==> config.mk <==
export PLATFORM = sky130hd
export DESIGN_NAME = angle_crossing_pulse_timer
export DESIGN_NICKNAME = d
export VERILOG_FILES = /design/src/rtl/core/acpt_pkg.sv /design/src/rtl/core/acpt_ctrl.sv /design/src/rtl/core/acpt_dp.sv /design/src/rtl/core/angle_crossing_pulse_timer.sv
export SDC_FILE = /design/constraint.sdc
export NUM_CORES = 2
export LEC_CHECK = 0
export BUFFER_PORTS_ARGS = -buffer_cell sky130_fd_sc_hd__buf_2
export CORE_MARGIN = 1
export CORE_UTILIZATION = 45
export CTS_CLUSTER_SIZE = 8
export DETAILED_ROUTE_END_ITERATION = 10
export GPL_ROUTABILITY_DRIVEN = 0
export PLACE_DENSITY = 0.66
export SLEW_MARGIN = 20
export SYNTH_ARGS = -nofsm -noshare
export SYNTH_HDL_FRONTEND = slang
export SYNTH_SLANG_ARGS = --single-unit
==> constraint.sdc <==
create_clock -name clk -period 11.4 [get_ports clk]
set_input_delay 1.14 -clock clk [delete_from_list [all_inputs] [get_ports clk]]
set_output_delay 1.14 -clock clk [all_outputs]
set_load 0.02 [all_outputs]
==> src/rtl/core/acpt_pkg.sv <==
// Shared types and constants for the angle crossing pulse timer.
`default_nettype none

package acpt_pkg;

	// Field widths
	localparam int HEAD_W     = 16;
	localparam int TIME_W     = 48;
	localparam int DELAY_W    = 20;
	localparam int CFG_DATA_W = 20;
	localparam int CFG_IDX_W  = 1;

	// Interpolation widths: |step| and |offset| stay below a quarter turn
	localparam int MAG_W      = 14;
	localparam int HALF_W     = TIME_W / 2;
	localparam int PP_W       = MAG_W + HALF_W;
	localparam int PROD_W     = MAG_W + TIME_W;
	localparam int DIV_CNT_W  = $clog2(TIME_W);

	localparam logic [DIV_CNT_W-1:0] DIV_LAST = DIV_CNT_W'(TIME_W - 1);
	localparam logic signed [HEAD_W-1:0] QUARTER_TURN = 16'sd16384;

	// Register indexes
	localparam logic [CFG_IDX_W-1:0] REG_BEACON = 1'b0;
	localparam logic [CFG_IDX_W-1:0] REG_DELAY  = 1'b1;

	typedef enum logic [3:0] {
		ST_IDLE,
		ST_EVAL,
		ST_MUL_LO,
		ST_MUL_HI,
		ST_DIV_INIT,
		ST_DIV,
		ST_SUM_BASE,
		ST_SUM_DELAY,
		ST_DUE,
		ST_SEND0,
		ST_SEND1
	} state_t;

	// Controller to datapath
	typedef struct packed {
		logic load_in;
		logic eval;
		logic take_pend;
		logic store_prev;
		logic mul_lo;
		logic mul_hi;
		logic div_init;
		logic div_step;
		logic sum_base;
		logic sum_delay;
		logic take_new;
		logic out_sel;
	} cmd_t;

	// Datapath to controller
	typedef struct packed {
		logic pend_due;
		logic hit;
		logic due_now;
		logic div_last;
	} sts_t;

endpackage

`default_nettype wire

==> src/rtl/core/acpt_ctrl.sv <==
// Sequencing controller for the angle crossing pulse timer.
`default_nettype none

module acpt_ctrl (
	input  wire logic          clk,
	input  wire logic          arst_n,
	input  wire logic          in_valid,
	output logic               in_ready,
	output logic               out_valid,
	input  wire logic          out_ready,
	output logic               last,
	input  wire acpt_pkg::sts_t sts,
	output acpt_pkg::cmd_t     cmd
);
	import acpt_pkg::*;

	state_t state_q, state_d;
	logic   emit0_q, emit0_d;
	logic   emit1_q, emit1_d;

	// State and emit flags
	always_ff @(posedge clk or negedge arst_n) begin
		if (!arst_n) begin
			state_q <= ST_IDLE;
			emit0_q <= 1'b0;
			emit1_q <= 1'b0;
		end else begin
			state_q <= state_d;
			emit0_q <= emit0_d;
			emit1_q <= emit1_d;
		end
	end

	// Next state and commands
	always_comb begin
		state_d   = state_q;
		emit0_d   = emit0_q;
		emit1_d   = emit1_q;
		cmd       = '0;
		in_ready  = 1'b0;
		out_valid = 1'b0;
		last      = 1'b0;
		unique case (state_q)
			ST_IDLE: begin
				in_ready    = 1'b1;
				cmd.load_in = in_valid;
				if (in_valid) begin
					state_d = ST_EVAL;
				end
			end
			ST_EVAL: begin
				cmd.eval      = 1'b1;
				cmd.take_pend = sts.pend_due;
				emit0_d       = sts.pend_due;
				emit1_d       = 1'b0;
				if (sts.hit) begin
					state_d = ST_MUL_LO;
				end else begin
					cmd.store_prev = 1'b1;
					state_d        = sts.pend_due ? ST_SEND0 : ST_IDLE;
				end
			end
			ST_MUL_LO: begin
				cmd.mul_lo = 1'b1;
				state_d    = ST_MUL_HI;
			end
			ST_MUL_HI: begin
				cmd.mul_hi = 1'b1;
				state_d    = ST_DIV_INIT;
			end
			ST_DIV_INIT: begin
				cmd.div_init = 1'b1;
				state_d      = ST_DIV;
			end
			ST_DIV: begin
				cmd.div_step = 1'b1;
				if (sts.div_last) begin
					state_d = ST_SUM_BASE;
				end
			end
			ST_SUM_BASE: begin
				cmd.sum_base = 1'b1;
				state_d      = ST_SUM_DELAY;
			end
			ST_SUM_DELAY: begin
				cmd.sum_delay = 1'b1;
				state_d       = ST_DUE;
			end
			ST_DUE: begin
				cmd.take_new   = sts.due_now;
				cmd.store_prev = 1'b1;
				emit1_d        = sts.due_now;
				if (emit0_q) begin
					state_d = ST_SEND0;
				end else if (sts.due_now) begin
					state_d = ST_SEND1;
				end else begin
					state_d = ST_IDLE;
				end
			end
			ST_SEND0: begin
				out_valid   = 1'b1;
				cmd.out_sel = 1'b0;
				last        = !emit1_q;
				if (out_ready) begin
					state_d = emit1_q ? ST_SEND1 : ST_IDLE;
				end
			end
			ST_SEND1: begin
				out_valid   = 1'b1;
				cmd.out_sel = 1'b1;
				last        = 1'b1;
				if (out_ready) begin
					state_d = ST_IDLE;
				end
			end
			default: begin
				state_d = ST_IDLE;
			end
		endcase
	end

endmodule

`default_nettype wire

==> src/rtl/core/acpt_dp.sv <==
// Datapath: sample state, crossing test, interpolation multiply and serial divide.
`default_nettype none

module acpt_dp (
	input  wire logic                                clk,
	input  wire logic                                arst_n,
	input  wire logic                                cfg_we,
	input  wire logic [acpt_pkg::CFG_IDX_W-1:0]      cfg_index,
	input  wire logic [acpt_pkg::CFG_DATA_W-1:0]     cfg_data,
	input  wire logic signed [acpt_pkg::HEAD_W-1:0]  heading,
	input  wire logic [acpt_pkg::TIME_W-1:0]         now_us,
	input  wire acpt_pkg::cmd_t                      cmd,
	output acpt_pkg::sts_t                           sts,
	output logic [acpt_pkg::TIME_W-1:0]              pulse_time_us
);
	import acpt_pkg::*;

	// Configuration
	logic signed [HEAD_W-1:0] beacon_q;
	logic [DELAY_W-1:0]       delay_q;

	// Sample and pulse state
	logic signed [HEAD_W-1:0] heading_q;
	logic [TIME_W-1:0]        now_q;
	logic signed [HEAD_W-1:0] prev_heading_q;
	logic [TIME_W-1:0]        prev_time_q;
	logic                     have_prev_q;
	logic                     pend_valid_q;
	logic [TIME_W-1:0]        pend_time_q;
	logic [TIME_W-1:0]        first_q;

	// Arithmetic registers
	logic [MAG_W-1:0]     mag_step_q;
	logic [MAG_W-1:0]     mag_off_q;
	logic [TIME_W-1:0]    dt_q;
	logic [PROD_W-1:0]    prod_q;
	logic [MAG_W-1:0]     rem_q;
	logic [TIME_W-1:0]    quo_q;
	logic [DIV_CNT_W-1:0] cnt_q;

	logic signed [HEAD_W-1:0] step_w;
	logic signed [HEAD_W-1:0] off_w;
	logic signed [HEAD_W-1:0] step_abs;
	logic signed [HEAD_W-1:0] off_abs;
	logic                     range_ok;
	logic                     in_pos;
	logic                     in_neg;
	logic [TIME_W-1:0]        due_diff;
	logic [PP_W-1:0]          pp;
	logic [HALF_W-1:0]        dt_half;
	logic [MAG_W:0]           trial;
	logic                     qbit;
	logic [MAG_W-1:0]         rem_next;

	// Wrapped step and beacon offset from the previous heading
	always_comb begin
		step_w   = heading_q - prev_heading_q;
		off_w    = beacon_q - prev_heading_q;
		step_abs = step_w[HEAD_W-1] ? -step_w : step_w;
		off_abs  = off_w[HEAD_W-1] ? -off_w : off_w;
		range_ok = (step_w != 16'sd0) && (step_w < QUARTER_TURN) && (step_w > -QUARTER_TURN);
		in_pos   = !step_w[HEAD_W-1] && !off_w[HEAD_W-1] && (off_w < step_w);
		in_neg   = step_w[HEAD_W-1] && (off_w <= 16'sd0) && (off_w > step_w);
	end

	// Due test: wrapped distance past the pulse time below half range
	assign due_diff = now_q - pend_time_q;

	always_comb begin
		sts.due_now   = !due_diff[TIME_W-1];
		sts.pend_due  = pend_valid_q && !due_diff[TIME_W-1];
		sts.hit       = have_prev_q && (!pend_valid_q || !due_diff[TIME_W-1])
			&& range_ok && (in_pos || in_neg);
		sts.div_last  = (cnt_q == DIV_LAST);
	end

	// One 14x24 partial product, shared by both halves of dt
	assign dt_half = cmd.mul_hi ? dt_q[TIME_W-1:HALF_W] : dt_q[HALF_W-1:0];
	assign pp      = {{HALF_W{1'b0}}, mag_off_q} * {{MAG_W{1'b0}}, dt_half};

	// Restoring divide, one quotient bit per cycle
	always_comb begin
		trial = {rem_q, quo_q[TIME_W-1]};
		qbit  = (trial >= {1'b0, mag_step_q});
		rem_next = qbit ? MAG_W'(trial - {1'b0, mag_step_q}) : trial[MAG_W-1:0];
	end

	// Configuration writes
	always_ff @(posedge clk or negedge arst_n) begin
		if (!arst_n) begin
			beacon_q <= '0;
			delay_q  <= '0;
		end else if (cfg_we) begin
			unique case (cfg_index)
				REG_BEACON: beacon_q <= cfg_data[HEAD_W-1:0];
				REG_DELAY:  delay_q  <= cfg_data[DELAY_W-1:0];
				default:    ;
			endcase
		end
	end

	// Sample history and pending pulse
	always_ff @(posedge clk or negedge arst_n) begin
		if (!arst_n) begin
			prev_heading_q <= '0;
			prev_time_q    <= '0;
			have_prev_q    <= 1'b0;
			pend_valid_q   <= 1'b0;
			pend_time_q    <= '0;
		end else begin
			if (cmd.store_prev) begin
				prev_heading_q <= heading_q;
				prev_time_q    <= now_q;
				have_prev_q    <= 1'b1;
			end
			if (cmd.sum_base) begin
				pend_time_q <= prev_time_q + quo_q;
			end
			if (cmd.sum_delay) begin
				pend_time_q  <= pend_time_q + {{(TIME_W-DELAY_W){1'b0}}, delay_q};
				pend_valid_q <= 1'b1;
			end
			if (cmd.take_pend || cmd.take_new) begin
				pend_valid_q <= 1'b0;
			end
		end
	end

	// Input word capture and interpolation operands
	always_ff @(posedge clk) begin
		if (cmd.load_in) begin
			heading_q <= heading;
			now_q     <= now_us;
		end
		if (cmd.eval) begin
			mag_step_q <= step_abs[MAG_W-1:0];
			mag_off_q  <= off_abs[MAG_W-1:0];
			dt_q       <= now_q - prev_time_q;
			first_q    <= pend_time_q;
		end
	end

	// Product |offset| * dt, then quotient by |step|
	always_ff @(posedge clk) begin
		if (cmd.mul_lo) begin
			prod_q <= {{(PROD_W-PP_W){1'b0}}, pp};
		end else if (cmd.mul_hi) begin
			prod_q <= prod_q + {pp, {HALF_W{1'b0}}};
		end
		if (cmd.div_init) begin
			rem_q <= prod_q[PROD_W-1:TIME_W];
			quo_q <= prod_q[TIME_W-1:0];
		end else if (cmd.div_step) begin
			rem_q <= rem_next;
			quo_q <= {quo_q[TIME_W-2:0], qbit};
		end
	end

	// Divide step counter
	always_ff @(posedge clk or negedge arst_n) begin
		if (!arst_n) begin
			cnt_q <= '0;
		end else if (cmd.div_init) begin
			cnt_q <= '0;
		end else if (cmd.div_step) begin
			cnt_q <= cnt_q + 1'b1;
		end
	end

	// First word is a pending pulse that came due, second is the new pulse
	assign pulse_time_us = cmd.out_sel ? pend_time_q : first_q;

endmodule

`default_nettype wire

==> src/rtl/core/angle_crossing_pulse_timer.sv <==
// Top level of the angle crossing pulse timer.
//
//   channel   signals                         direction
//   in        in_valid/in_ready, heading,     sample word in
//             now_us
//   out       out_valid/out_ready,            pulse word out
//             pulse_time_us, last
//   cfg       cfg_we, cfg_index, cfg_data     register write, no handshake
//
// One sample at a time. A sample with no new crossing is evaluated, then its
// words (if any) are offered; one with a crossing first passes through the
// two-pass 14x24 multiplier and the 48-step serial divider. Each pulse word then
// holds the output until taken; out_ready stalls delay the next sample.
// Reset clears history, pending pulse and both registers at once; no sweep.
`default_nettype none

module angle_crossing_pulse_timer (
	input  wire logic                                clk,
	input  wire logic                                arst_n,
	input  wire logic                                cfg_we,
	input  wire logic [acpt_pkg::CFG_IDX_W-1:0]      cfg_index,
	input  wire logic [acpt_pkg::CFG_DATA_W-1:0]     cfg_data,
	input  wire logic                                in_valid,
	output logic                                     in_ready,
	input  wire logic signed [acpt_pkg::HEAD_W-1:0]  heading,
	input  wire logic [acpt_pkg::TIME_W-1:0]         now_us,
	output logic                                     out_valid,
	input  wire logic                                out_ready,
	output logic [acpt_pkg::TIME_W-1:0]              pulse_time_us,
	output logic                                     last
);
	import acpt_pkg::*;

	cmd_t cmd;
	sts_t sts;

	acpt_ctrl u_ctrl (
		.clk       (clk),
		.arst_n    (arst_n),
		.in_valid  (in_valid),
		.in_ready  (in_ready),
		.out_valid (out_valid),
		.out_ready (out_ready),
		.last      (last),
		.sts       (sts),
		.cmd       (cmd)
	);

	acpt_dp u_dp (
		.clk           (clk),
		.arst_n        (arst_n),
		.cfg_we        (cfg_we),
		.cfg_index     (cfg_index),
		.cfg_data      (cfg_data),
		.heading       (heading),
		.now_us        (now_us),
		.cmd           (cmd),
		.sts           (sts),
		.pulse_time_us (pulse_time_us)
	);

endmodule

`default_nettype wire

**Yosys cells after proc, flatten, opt, wreduce, memory -nomap -nowiden**

Cells that the tools add are included.

- $add $sub $neg: 11
- Multipliers: 1
- Magnitude comparators: 6
- Equal/unequal tests: 15
- Muxes and demuxes: 43
- Bitwise logic cells: 1
- Reduce and logical (&&, ||, !) cells: 29

Operator list:

| operator | count |
|---|---|
| 48-bit 2-to-1 mux | 5 |
| 48-bit subtractor | 2 |
| 38-bit 2-to-1 mux | 2 |
| 14-bit 2-to-1 mux | 5 |
| 62-bit adder | 1 |
| 48-bit by 20-bit adder with 48-bit output | 1 |
| 48-bit adder | 1 |
| 4-bit one-hot mux with 11 select lines | 1 |
| 14-bit by 24-bit multiplier with 38-bit output | 1 |
| 4-bit 2-to-1 mux | 9 |
| 16-bit subtractor | 2 |
| 14-bit negator | 2 |
| 24-bit 2-to-1 mux | 1 |
| 4-bit by 3-bit equality test with 1-bit output, second input constant | 4 |
| 16-bit by 15-bit > comparator with 1-bit output, second input constant | 1 |
| 16-bit > comparator | 1 |
| 16-bit by 1-bit less-or-equal comparator with 1-bit output, second input constant | 1 |
| 16-bit < comparator | 1 |
| 16-bit < comparator, second input constant | 1 |
| 16-bit nonzero test | 1 |
| 15-bit by 14-bit greater-or-equal comparator with 1-bit output | 1 |
| 1-bit 2-to-1 mux | 14 |
| 14-bit subtractor | 1 |
| 4-bit equality test, second input constant | 3 |
| 17 further kinds | 44 |

- Flip-flop bits (word level): 474
- Bits of input ports: 90
- Output and inout bits: 51
- Logic and storage cells: 127

**Longest topological paths before layout**

- Word-level depth: 8
- Depth in mapped cells: 42
- Depth with buffers taken out: 38

**Cells and area by module**

Synthesis repeated with hierarchy kept, for this count alone.

- Cell total of the unflattened synthesis: 4,199
- Area, all modules: 40,889.2 sq um

Modules (own cells, without submodules):

| module | instances | cells each | area each (sq um) | seq. area each (sq um) |
|---|---|---|---|---|
| acpt_dp | 1 | 4,132 | 40,349.9 | 13,032.5 |
| acpt_ctrl | 1 | 67 | 539.3 | 150.1 |

**Least setup slack after synthesis**

Ideal clock, no wire load.

- Path type: register to register
- Start: register u_ctrl.state_q[3]
- End: register u_dp.prod_q[61]
- Setup time: 0.060 ns
- Arrival: 9.099 ns
- Required time: 11.340 ns
- Setup slack: 2.241 ns
- Stages on the path, launching flop included: 43
- Path buffers: 5
- Period minus slack after synthesis: 9.159 ns
- Cells stage by stage: dfrtp_1 > clkbuf_1 > nor2_1 > nand3_1 > clkbuf_1 > clkbuf_1 > nand2_1 > nand2_1 > clkbuf_1 > and2_1 > fa_1 > inv_1 > fa_1 > inv_1 > fa_1 > inv_1 > fa_1 > inv_1 > [7 not listed] > a21oi_1 > nand2_1 > a31o_2 > a21o_1 > a21o_1 > xor2_1 > ha_1 > clkbuf_1 > and3_1 > nand2_1 > a2111o_1 > a31oi_1 > a211oi_1 > o21ai_0 > o2111ai_1 > a211o_1 > a21oi_1 > nand2b_1

- Word-level cells in the longest chain between the ends: 5
- Elaborated cells on any way between the ends: 7
- Classes of those cells: add/sub (1); mul (1); eq/ne (2); mux (3)

RTL lines:

| element | RTL line | text |
|---|---|---|
| start: declaration | acpt_ctrl.sv:17 | `state_t state_q, state_d;` |
| start signal: assignment | acpt_ctrl.sv:28 | `state_q <= state_d;` |
| 4-bit by 2-bit equality test with 1-bit output | acpt_ctrl.sv:43 | `unique case (state_q)` |
| 1-bit 2-to-1 mux | acpt_ctrl.sv:43 |  |
| 24-bit 2-to-1 mux | acpt_dp.sv:78 | `assign dt_half = cmd.mul_hi ? dt_q[TIME_W-1:HALF_W] : dt_q[HALF_W-1:0];` |
| 14-bit by 24-bit multiplier with 38-bit output | acpt_dp.sv:79 | `assign pp = {{HALF_W{1'b0}}, mag_off_q} * {{MAG_W{1'b0}}, dt_half};` |
| 62-bit adder | acpt_dp.sv:148 | `prod_q <= prod_q + {pp, {HALF_W{1'b0}}};` |
| end signal: assignment | acpt_dp.sv:146 | `prod_q <= {{(PROD_W-PP_W){1'b0}}, pp};` |
| end signal: assignment | acpt_dp.sv:148 |  |
| end: declaration | acpt_dp.sv:36 | `logic [PROD_W-1:0] prod_q;` |

Several ways; a longest one is shown, not always the timed one.
A chain may end at the register's enable or synchronous reset.

**Final worst setup path**

- Start: register u_ctrl.state_q[1]
- End: register u_dp.prod_q[61]

The elaborated chain is that of the path after synthesis.

==> results.ini <==
[floorplan]
die_height_um = 310
pin_count = 141
num_rows = 112
fp.dieW_um = 310
coreArea_um2 = 93600
initial_core_util_pct = 45.6
dieArea_um2 = 96000

[worst_setup_path]
cp.arrival_ns = 11.12
cpPeakStageDelay_ns = 0.74
ff2ff_path_depth = 35
r2r_start = u_ctrl.state_q[1]
critical_path_buf_inv_count = 4
crit_family = adder cells
worstSetupEndpointType = flop
r2r_slack_ns = 0.84
critical_path.most_common_cell = fa_1
cp.depth = 35
worstSetupStartpointType = flop
required_ns = 11.96
worst-setup-path-type = flop to flop
cpMaxStageDelayCell = dfrtp_1
rr_endpoint = u_dp.prod_q[61]
crit_fanout = 18

[sta]
max-slew-margin-rel_pct = 20.1
tightest_slew_ns = 1.20
fin_crit_sh_pct = 92.6
finalMaxSlewViolations = 0
skew_ns = 0.0267
hold_viol_final = 0
setup_viol = 0
setup-tns-final_ns = 0
min_period_ns = 10.56
rsz0062_at_grt = no
fmax_ghz = 0.0947

[place]
placed_cell_area_um2 = 44500
io_buffers = 140
dp.cells = 5895
dp_hpwl_um = 95800

[route]
wire_per_inst_um = 20.8
ant_nets = 0
via_per_inst = 5.83
drt_iter0_drc = 2980
drt_wl_total_um = 125000
drc = 0
vias = 35100
firstDrtPassIters = 6

[logic_synthesis]
netlist_area_um2 = 42700
synth_edf_count = 288
yosysSeqAreaShare_pct = 30.9
netlist_instances = 4661
ys.flop_type = edfxtp_1
ys_ff_latch = 474
synthArstFlopShare_pct = 34.2
yosysWarnings = 0
ys_types = 84
syn-num-nets = 5387
avgSynthCellArea_um2 = 9.15

[clock_tree]
clk_pin_slew_ns = 0.06
clock_latency_ns = 0.63
cts_buffers = 69
cts-resized-gates = 0
cts_setup_buffers = 0
root_buffer = clkbuf_16
clock-sinks = 474
cts_tree = built
cts_hold_buf = 0
cts_buffer_depth = 3
htreeDepth = 3

[hold_path]
min_to = u_dp.first_q[23]
holdPathStages = 0
hp-start = u_dp.pend_time_q[23]
hold_class = flop to flop

[layout]
mostFrequentLayoutCells = nand2_1 (691), inv_1 (510), ha_1 (368), edfxtp_1 (288), fa_1 (268)
synthToLayoutAreaGrowth_pct = 9.17
diodes = 0
final_nets = 5439
drive_gt1_share_pct = 7.09
stdcell_count = 6021
final_area_um2 = 46600
final_common_cell = nand2_1

[global_routing]
grt_usage_pct = 26.3
grt_max_degree = 83
grt_pass1_wl_um = 196000
antenna_found_initial = 1
grt_pass1_vias = 33800
overflow = 0

[status]
status = finished, final reports clean

[job]
max_cap_viol_count = 0

-- area by class of cell --
type / count / area [µm²]
fillers: 8869 / 47000
multi-input cells: 3471 / 26800
flip-flops and latches: 474 / 13200
inverters: 512 / 1930
clock buffers: 118 / 1920
well taps: 1254 / 1570
repair buffers: 185 / 1050
clock inverters: 7 / 103
-- metal layers --
layer,share of wire (%),vias up,global-route usage [%]
li1,-,16400,-
met1,45,17200,37.3
met2,45,1337,41.2
met3,6.5,228,3.28
met4,3.5,2,9.36
met5,0.0064,-,0
-- Yosys cell counts, drive strengths merged (46+ instances only) --
cell    number  share of area [%]
ha         368                 11
o211ai      88                1.5
a22oi       71                1.2
nor3        50               0.59
nand4       47               0.69
nand3       54               0.63
a21oi      262                3.1
dfrtp      162                9.5
edfxtp     288                 20
a211oi      46               0.81
clkbuf     178                1.6
xnor2      156                3.2
fa         268                 13
nor2       185                1.6
a21o       135                2.4
xor2        71                1.5
and2       188                2.8
o311ai      67                1.4
nand2      694                6.1
inv        510                4.5
o21ai      222                2.6
-- flip-flops by register name, summed over array words and instances (netlist names), 4 cells and up --
signal               count
u_dp.dt_q               48
u_dp.pend_time_q        48
u_dp.cnt_q               6
u_dp.mag_step_q         14
u_dp.beacon_q           16
u_ctrl.state_q           4
u_dp.prev_time_q        48
u_dp.rem_q              14
u_dp.prev_heading_q     16
u_dp.quo_q              48
u_dp.heading_q          16
u_dp.delay_q            20
u_dp.prod_q             62
u_dp.mag_off_q          14
u_dp.first_q            48
u_dp.now_q              48
-- cell families after synthesis --
group | count (synthesis) | share of synthesized area (%)
AND/OR/NAND/NOR | 1415 | 15.5
XOR/XNOR | 227 | 4.66
AO/OA/AOI/OAI | 1137 | 17.7
buffers and inverters | 716 | 6.43
adder cells (fa/ha/maj) | 636 | 23.4
flip-flops | 474 | 30.9
multiplexers | 56 | 1.40
-- worst max path at each step --
stage,start,to,slack (ns)
2_1_floorplan,u_ctrl.state_q[3],u_dp.prod_q[61],2.24
3_3_place_gp,u_ctrl.state_q[1],u_dp.prod_q[61],1.09
3_5_place_dp,u_ctrl.state_q[1],u_dp.prod_q[61],0.95
4_1_cts,u_ctrl.state_q[1],u_dp.prod_q[61],0.93
5_1_grt,u_ctrl.state_q[1],u_dp.prod_q[61],0.17
6_report,u_ctrl.state_q[1],u_dp.prod_q[61],0.84
-- stage by stage --
step | hold WS, ns | utilization, % | worst slack [ns]
floorplan | 0.437 | - | 2.24
global placement | 0.450 | 47.6 | 1.09
detailed placement | 0.460 | 47.6 | 0.951
CTS | 0.472 | 49.7 | 0.934
global route | 0.492 | 49.8 | 0.174
finish | 0.474 | 49.8 | 0.844
Power is left out: the tool's default activity adds up to more than one toggle a clock period on the data nets, which glitch-free logic cannot reach.
